`src/rtl/block_rms_level_meter_defines.svh`:
```
// Assertion macros for the block RMS level meter.
// Needs a clock i_clk and an active-low reset i_rst_n in the including scope.
`ifndef BLOCK_RMS_LEVEL_METER_DEFINES_SVH
`define BLOCK_RMS_LEVEL_METER_DEFINES_SVH
`ifndef SYNTHESIS
`define BRLM_ASSERT(label, prop) \
    label: assert property (@(posedge i_clk) disable iff (!i_rst_n) prop) \
        else $error("block_rms_level_meter: check failed");
`define BRLM_ASSERT_NEXT(label, ante, cons) \
    label: assert property (@(posedge i_clk) disable iff (!i_rst_n) (ante) |=> (cons)) \
        else $error("block_rms_level_meter: sequence check failed");
`else
`define BRLM_ASSERT(label, prop)
`define BRLM_ASSERT_NEXT(label, ante, cons)
`endif
`endif

```
`src/rtl/brlm_pkg.sv`:
```
// Shared constants and types for the block RMS level meter.
// No dependencies.
package brlm_pkg;

    localparam int BLOCK_SAMPLES = 8192;
    localparam int BLOCK_LOG2    = $clog2(BLOCK_SAMPLES);
    localparam int ACC_W         = 32 + BLOCK_LOG2;
    localparam int CNT_W         = (BLOCK_LOG2 > 0) ? BLOCK_LOG2 : 1;

    localparam int SAMPLE_W = 16;
    localparam int GAIN_W   = 16;
    localparam int OFFSET_W = 8;
    localparam int LEVEL_W  = 19;
    localparam int CFG_W    = 16;
    localparam int IDX_W    = 2;

    localparam logic [15:0] GAIN_RESET   = 16'd29658;
    localparam logic [7:0]  OFFSET_RESET = 8'd0;

    localparam logic [IDX_W-1:0] CFG_GAIN   = 2'd0;
    localparam logic [IDX_W-1:0] CFG_OFFSET = 2'd1;

    typedef enum logic [2:0] {
        S_IDLE,
        S_SQR,
        S_ACC,
        S_GAIN,
        S_MUL,
        S_ROOT,
        S_DONE
    } t_state;

    typedef enum logic [1:0] {
        MUL_SQR,
        MUL_GAIN,
        MUL_MEAN
    } t_mul_sel;

endpackage

```
`src/rtl/block_rms_level_meter.sv`:
```
// Block RMS level meter with peak hold: top level.
// Depends on brlm_pkg and block_rms_level_meter_defines.svh.
//
// Each sample beat passes through three steps (magnitude, square on the shared
// 32x32 multiplier, accumulate); the input stalls during that time. The beat that
// closes a block of BLOCK_SAMPLES samples also runs these steps: gain squared
// and mean times gain squared on the same multiplier, 32 steps of the
// bit-pair square root, and a last step to round, subtract the offset, clamp and
// update the peak. The result waits in an output register; a closed block is
// held only if the previous result has not yet been taken.
`include "block_rms_level_meter_defines.svh"

module block_rms_level_meter (
    input  logic                                 i_clk,
    input  logic                                 i_rst_n,
    input  logic                                 i_in_valid,
    output logic                                 o_in_stall,
    input  logic signed [brlm_pkg::SAMPLE_W-1:0] i_sample,
    output logic                                 o_out_valid,
    input  logic                                 i_out_stall,
    output logic signed [brlm_pkg::LEVEL_W-1:0]  o_level,
    output logic signed [brlm_pkg::LEVEL_W-1:0]  o_peak_level,
    input  logic                                 i_cfg_we,
    input  logic [brlm_pkg::IDX_W-1:0]           i_cfg_index,
    input  logic [brlm_pkg::CFG_W-1:0]           i_cfg_data
);

    brlm_pkg::t_state r_state, n_state;
    brlm_pkg::t_mul_sel w_mul_sel;

    logic [brlm_pkg::GAIN_W-1:0]   r_gain;
    logic [brlm_pkg::OFFSET_W-1:0] r_offset;
    logic [brlm_pkg::SAMPLE_W-1:0] r_mag;
    logic [63:0]                   r_prod;
    logic [brlm_pkg::ACC_W-1:0]    r_acc;
    logic [brlm_pkg::CNT_W-1:0]    r_count;
    logic [63:0]                   r_rem;
    logic [63:0]                   r_root;
    logic [63:0]                   r_bit;
    logic signed [brlm_pkg::LEVEL_W-1:0] r_level;
    logic signed [brlm_pkg::LEVEL_W-1:0] r_peak;
    logic                          r_out_valid;

    logic        w_accept;
    logic        w_block_end;
    logic        w_out_free;
    logic [31:0] w_mul_a;
    logic [31:0] w_mul_b;
    logic [63:0] w_mul_p;
    logic [63:0] w_trial;
    logic        w_ge;
    logic [32:0] w_round;
    logic signed [21:0] w_diff;
    logic signed [brlm_pkg::LEVEL_W-1:0] w_level;
    logic [brlm_pkg::SAMPLE_W-1:0] w_mag;

    assign w_accept    = i_in_valid && !o_in_stall;
    assign w_block_end = (r_count == brlm_pkg::CNT_W'(brlm_pkg::BLOCK_SAMPLES - 1));
    assign w_out_free  = !r_out_valid || !i_out_stall;
    assign w_mag       = i_sample[brlm_pkg::SAMPLE_W-1] ? (~i_sample + 16'd1) : i_sample;

    // next state
    always_comb begin
        n_state = r_state;
        case (r_state)
            brlm_pkg::S_IDLE: begin
                if (i_in_valid) n_state = brlm_pkg::S_SQR;
            end
            brlm_pkg::S_SQR:  n_state = brlm_pkg::S_ACC;
            brlm_pkg::S_ACC: begin
                n_state = w_block_end ? brlm_pkg::S_GAIN : brlm_pkg::S_IDLE;
            end
            brlm_pkg::S_GAIN: n_state = brlm_pkg::S_MUL;
            brlm_pkg::S_MUL:  n_state = brlm_pkg::S_ROOT;
            brlm_pkg::S_ROOT: begin
                if (r_bit == 64'd1) n_state = brlm_pkg::S_DONE;
            end
            brlm_pkg::S_DONE: begin
                if (w_out_free) n_state = brlm_pkg::S_IDLE;
            end
            default: n_state = brlm_pkg::S_IDLE;
        endcase
    end

    // control outputs
    always_comb begin
        o_in_stall = 1'b1;
        w_mul_sel  = brlm_pkg::MUL_SQR;
        case (r_state)
            brlm_pkg::S_IDLE: o_in_stall = 1'b0;
            brlm_pkg::S_GAIN: w_mul_sel  = brlm_pkg::MUL_GAIN;
            brlm_pkg::S_MUL:  w_mul_sel  = brlm_pkg::MUL_MEAN;
            default: begin
                o_in_stall = 1'b1;
                w_mul_sel  = brlm_pkg::MUL_SQR;
            end
        endcase
    end

    // shared multiplier
    always_comb begin
        case (w_mul_sel)
            brlm_pkg::MUL_SQR: begin
                w_mul_a = {16'd0, r_mag};
                w_mul_b = {16'd0, r_mag};
            end
            brlm_pkg::MUL_GAIN: begin
                w_mul_a = {16'd0, r_gain};
                w_mul_b = {16'd0, r_gain};
            end
            brlm_pkg::MUL_MEAN: begin
                w_mul_a = r_acc[brlm_pkg::ACC_W-1 -: 32];
                w_mul_b = r_prod[31:0];
            end
            default: begin
                w_mul_a = 32'd0;
                w_mul_b = 32'd0;
            end
        endcase
    end
    assign w_mul_p = w_mul_a * w_mul_b;

    assign w_trial = r_root + r_bit;
    assign w_ge    = (r_rem >= w_trial);

    assign w_round = {1'b0, r_root[31:0]} + 33'd2048;
    assign w_diff  = $signed({1'b0, w_round[32:12]})
                   - $signed({10'd0, r_offset, 4'd0});
    assign w_level = (w_diff > 22'sd262143) ? 19'sh3FFFF : w_diff[brlm_pkg::LEVEL_W-1:0];

    always_ff @(posedge i_clk) begin
        if (!i_rst_n) begin
            r_state     <= brlm_pkg::S_IDLE;
            r_gain      <= brlm_pkg::GAIN_RESET;
            r_offset    <= brlm_pkg::OFFSET_RESET;
            r_acc       <= '0;
            r_count     <= '0;
            r_peak      <= '0;
            r_out_valid <= 1'b0;
        end else begin
            r_state <= n_state;
            if (i_cfg_we) begin
                case (i_cfg_index)
                    brlm_pkg::CFG_GAIN:   r_gain   <= i_cfg_data;
                    brlm_pkg::CFG_OFFSET: r_offset <= i_cfg_data[brlm_pkg::OFFSET_W-1:0];
                    default: ;
                endcase
            end
            if (r_state == brlm_pkg::S_ACC) begin
                r_acc   <= r_acc + brlm_pkg::ACC_W'(r_prod[31:0]);
                r_count <= w_block_end ? '0 : r_count + 1'b1;
            end
            if (r_state == brlm_pkg::S_DONE && w_out_free) begin
                r_acc       <= '0;
                r_out_valid <= 1'b1;
                if (w_level > r_peak) r_peak <= w_level;
            end else if (r_out_valid && !i_out_stall) begin
                r_out_valid <= 1'b0;
            end
        end
    end

    always_ff @(posedge i_clk) begin
        if (w_accept) r_mag <= w_mag;
        if (r_state == brlm_pkg::S_SQR || r_state == brlm_pkg::S_GAIN) r_prod <= w_mul_p;
        if (r_state == brlm_pkg::S_MUL) begin
            r_rem  <= w_mul_p;
            r_root <= '0;
            r_bit  <= 64'd1 << 62;
        end
        if (r_state == brlm_pkg::S_ROOT) begin
            r_rem  <= w_ge ? (r_rem - w_trial) : r_rem;
            r_root <= w_ge ? ((r_root >> 1) + r_bit) : (r_root >> 1);
            r_bit  <= r_bit >> 2;
        end
        if (r_state == brlm_pkg::S_DONE && w_out_free) r_level <= w_level;
    end

    assign o_out_valid  = r_out_valid;
    assign o_level      = r_level;
    assign o_peak_level = r_peak;

    `BRLM_ASSERT_NEXT(a_accept_to_square, w_accept, r_state == brlm_pkg::S_SQR)
    `BRLM_ASSERT_NEXT(a_root_ends, r_state == brlm_pkg::S_ROOT && r_bit == 64'd1, r_state == brlm_pkg::S_DONE)
    `BRLM_ASSERT(a_result_from_done, $rose(r_out_valid) |-> $past(r_state == brlm_pkg::S_DONE))
    `BRLM_ASSERT(a_peak_not_negative, !r_peak[brlm_pkg::LEVEL_W-1])

endmodule

```
`config.mk`:
```
export PLATFORM = sky130hd
export DESIGN_NAME = block_rms_level_meter
export DESIGN_NICKNAME = d
export VERILOG_FILES = /design/src/rtl/brlm_pkg.sv /design/src/rtl/block_rms_level_meter.sv
export VERILOG_INCLUDE_DIRS = /design/src /design/src/rtl
export SDC_FILE = /design/constraint.sdc
export NUM_CORES = 2
export LEC_CHECK = 0
export BUFFER_PORTS_ARGS = -buffer_cell sky130_fd_sc_hd__clkbuf_2
export CAP_MARGIN = 5
export CORE_UTILIZATION = 67
export CTS_CLUSTER_DIAMETER = 100
export CTS_CLUSTER_SIZE = 14
export DETAILED_ROUTE_END_ITERATION = 8
export GPL_TIMING_DRIVEN = 0
export PLACE_DENSITY_LB_ADDON = 0.1
export SLEW_MARGIN = 20
export SYNTH_ARGS = -nofsm -noshare
export SYNTH_HDL_FRONTEND = slang
export SYNTH_SLANG_ARGS = --single-unit
```
`constraint.sdc`:
```
create_clock -name i_clk -period 12.1 [get_ports i_clk]
set_input_delay 1.815 -clock i_clk [delete_from_list [all_inputs] [get_ports i_clk]]
set_output_delay 1.815 -clock i_clk [all_outputs]
set_load 0.005 [all_outputs]
```
==> results.md <==
- Status: finished, final reports clean
- Syn_area_per_cell: 8.595 sq um
- RR Endpoint: r_rem[63]
- Layout net count: 8208
- Critical Path Fanout Max: 10
- Synth area leader: fa_1
- Grt total ovfl: 0
- EDFF count, synth: 226
- Final Setup Violations: 0
- Clk sinks: 332
- Initial Util: 67.61%
- Die footprint: 87090 sq um
- RSZ-0062 raised after global routing: false
- Port Buffers: 78
- Clock skew: 18.72 ps
- Clock Latency Late Sink: 600 ps
- Critical path class: reg -> reg
- Worst Setup End Kind: flip-flop
- F_max: 84.38 MHz
- # IOs: 79
- Slew @ Worst Pin: 1335 ps
- Final Wtd Congestion: 1.088
- Vias in the first global route: 49660
- CP bufs+invs: 7
- Area growth syn-to-layout: 5.278%
- Via count: 50280
- Final period demand of the worst path: 11850 ps
- Worst R2R Setup Slack: 250 ps
- Synth async-reset ratio: 0%
- CTS Buf Count: 27
- Number of max-cap violations: 0
- Core Area: 85150 sq um
- Clk slew on worst S/H paths: 80 ps
- CTS tree: done
- Post-Syn Instances: 6697
- Worst flop-to-flop path startpoint: r_state[2]
- Crit path max-delay family: adder cells
- Filler cells: 6922
- Post-synth top cells: nand2_1 (1136), inv_1 (970), fa_1 (899), nor2_1 (560), ha_1 (455)
- Antenna-violating nets left: 0
- Period utilization: 97.94%
- Ys Warns: 0
- Slew Viols, Final: 0
- Top cells by area, synth: fa_1 (31%), edfxtp_1 (12%), ha_1 (9.9%)
- Die Width: 295.1 um
- Vias/cell: 6.299
- First-pass detailed-route iteration total: 8
- Final WL: 195.0 mm
- Die Ht: 295.1 um
- Share of cells above drive strength 1: 4.389%
- Total GRT Usage: 45.42%
- DR WL/cell: 24.43 um
- Worst min-delay path class: reg -> reg
- First-pass GRT wire length: 294.1 mm
- Final Hold Viols: 0
- Primary FF master, synth: edfxtp_1
- Most frequent cell after synthesis: nand2_1
- Startpoint types: flip-flop
- Clock root buffer: clkbuf_16
- Hold wc startpoint: r_acc[4]
- DRC viols: 0
- Slowest CP cell: buf_1
- Antenna violations before repair: 4
- Hpwl dp: 161.3 mm
- Seq/Total Area, Yosys: 15.48%
- Slew margin rel.: 11.01%
- Longest Clk Path Bufs: 3
- Cell Area, Synth: 57560 sq um
- CP peak stage delay: 700 ps
- Seq cells post-synth: 332
- Hold Path Cell Cnt: 2
- CTS H-tree depth: 1
- Site Rows: 107
- Pin count of the biggest net entering global routing: 49
- Pre-CTS WS: -591.7 ps
- Post-synth top area share: 31.26%
- CP dominant cell by count: fa_1
- Yosys cell types: 95
- Syn nets: 8090
- WP data required: 12410 ps
- WHS Endpoint: r_acc[4]
- Critical Path Source: r_state[2]
- Starting DRC count in detailed routing: 5291
- Setup ws final: 249.2 ps
- Reg2Reg Depth: 31
- Crit path DAT: 12160 ps
[routing by layer]
layer | routed length (um) | GRT usage [%] | vias up
met4 | 16460 | 30.67 | 4
met3 | 23960 | 12.36 | 802
li1 | - | - | 21990
met1 | 69100 | 56.05 | 24370
met2 | 85510 | 69.95 | 3116
met5 | 23 | 0 | -
[metrics by stage]
stage                     setup TNS, ps  utilization (%)  instance area (sq um)  instances  hold WS [ps]
after global placement           -61310            69.75                  59390       7919         441.4
after CTS                             0            71.03                  60480       7979         457.0
after detailed placement          -5625            70.06                  59660       7929         447.6
final                                 0            71.17                  60600       7982         456.4
after global routing                  0            71.17                  60600       7980         473.4
after floorplan                       0                -                  57560       6697         435.6
[cell families after synthesis]
family	Yosys count	synth area share, %
AOI/OAI and AO/OA	1064	11.91
xor gates and xnor gates	306	4.656
adders and majority gates	1354	41.15
buffers and inverters	1305	8.688
DFF	332	15.48
muxes	26	0.4630
and+or+nand+nor	2310	17.65
[layout by cell type, fill, tap and decap left out, types with 34 or more instances in the layout]
master and instances:
nor2b_1 40, clkbuf_1 272, nor3_1 49, a31oi_1 77, ha_1 455, nand4_1 81
edfxtp_1 226, xnor2_1 155, fa_1 899, a211oi_1 46, nand2b_1 34, o21ai_0 228
nor2_1 558, a21oi_1 283, dfxtp_1 106, and2_1 62, and3_1 129, nand3_1 109
clkbuf_2 111, inv_1 970, xor2_1 151, a21o_1 89, o21bai_1 37, nand2_1 1131
[worst max path at each step]
| stage | depth (start not counted) | endpoint |
|---|---|---|
| final | 31 | r_rem[63] |
| after global routing | 31 | r_rem[63] |
| after CTS | 34 | r_rem[63] |
| after detailed placement | 34 | r_rem[63] |
| after global placement | 32 | r_rem[63] |
| after floorplan | 34 | r_rem[59] |
[worst min-delay path: stages (launching register included)]
cell	delay [ps]
dfxtp_1	310
nand2_1	50
a21oi_1	50
[flip-flops by register name (all words and copies together), names as in the netlist]
signal / flops
r_acc: 45
o_out_valid: 1
o_peak_level: 19
r_prod: 32
r_root: 64
r_rem: 64
r_state: 3
o_level: 19
r_count: 13
r_gain: 16
r_mag: 16
r_offset: 8
r_bit: 32
[what timing repair did]
item / CTS / global route
buffers inserted: 0 / 1
endpoints found under the hold margin: 0 / 0
gates resized for setup: 11 / 69
hold buffers: 0 / 0
setup endpoints to repair: 25 / 28
[area by class of cell]
type / instances / area [sq um] / area share (%)
timing repair buffer: 89 / 589.3 / 0.9724
clock inverter: 1 / 20.02 / 0.03303
buffer: 335 / 1404 / 2.317
multi-input combinational: 5060 / 43820 / 72.32
tap: 1144 / 1431 / 2.362
antenna: 2 / 5.005 / 0.008258
clock buffer: 49 / 778.2 / 1.284
sequential: 332 / 8909 / 14.70
inverter: 970 / 3641 / 6.008
Power is not shown: default switching activity piles up to over one toggle a cycle in this logic, so the estimate is an artifact.
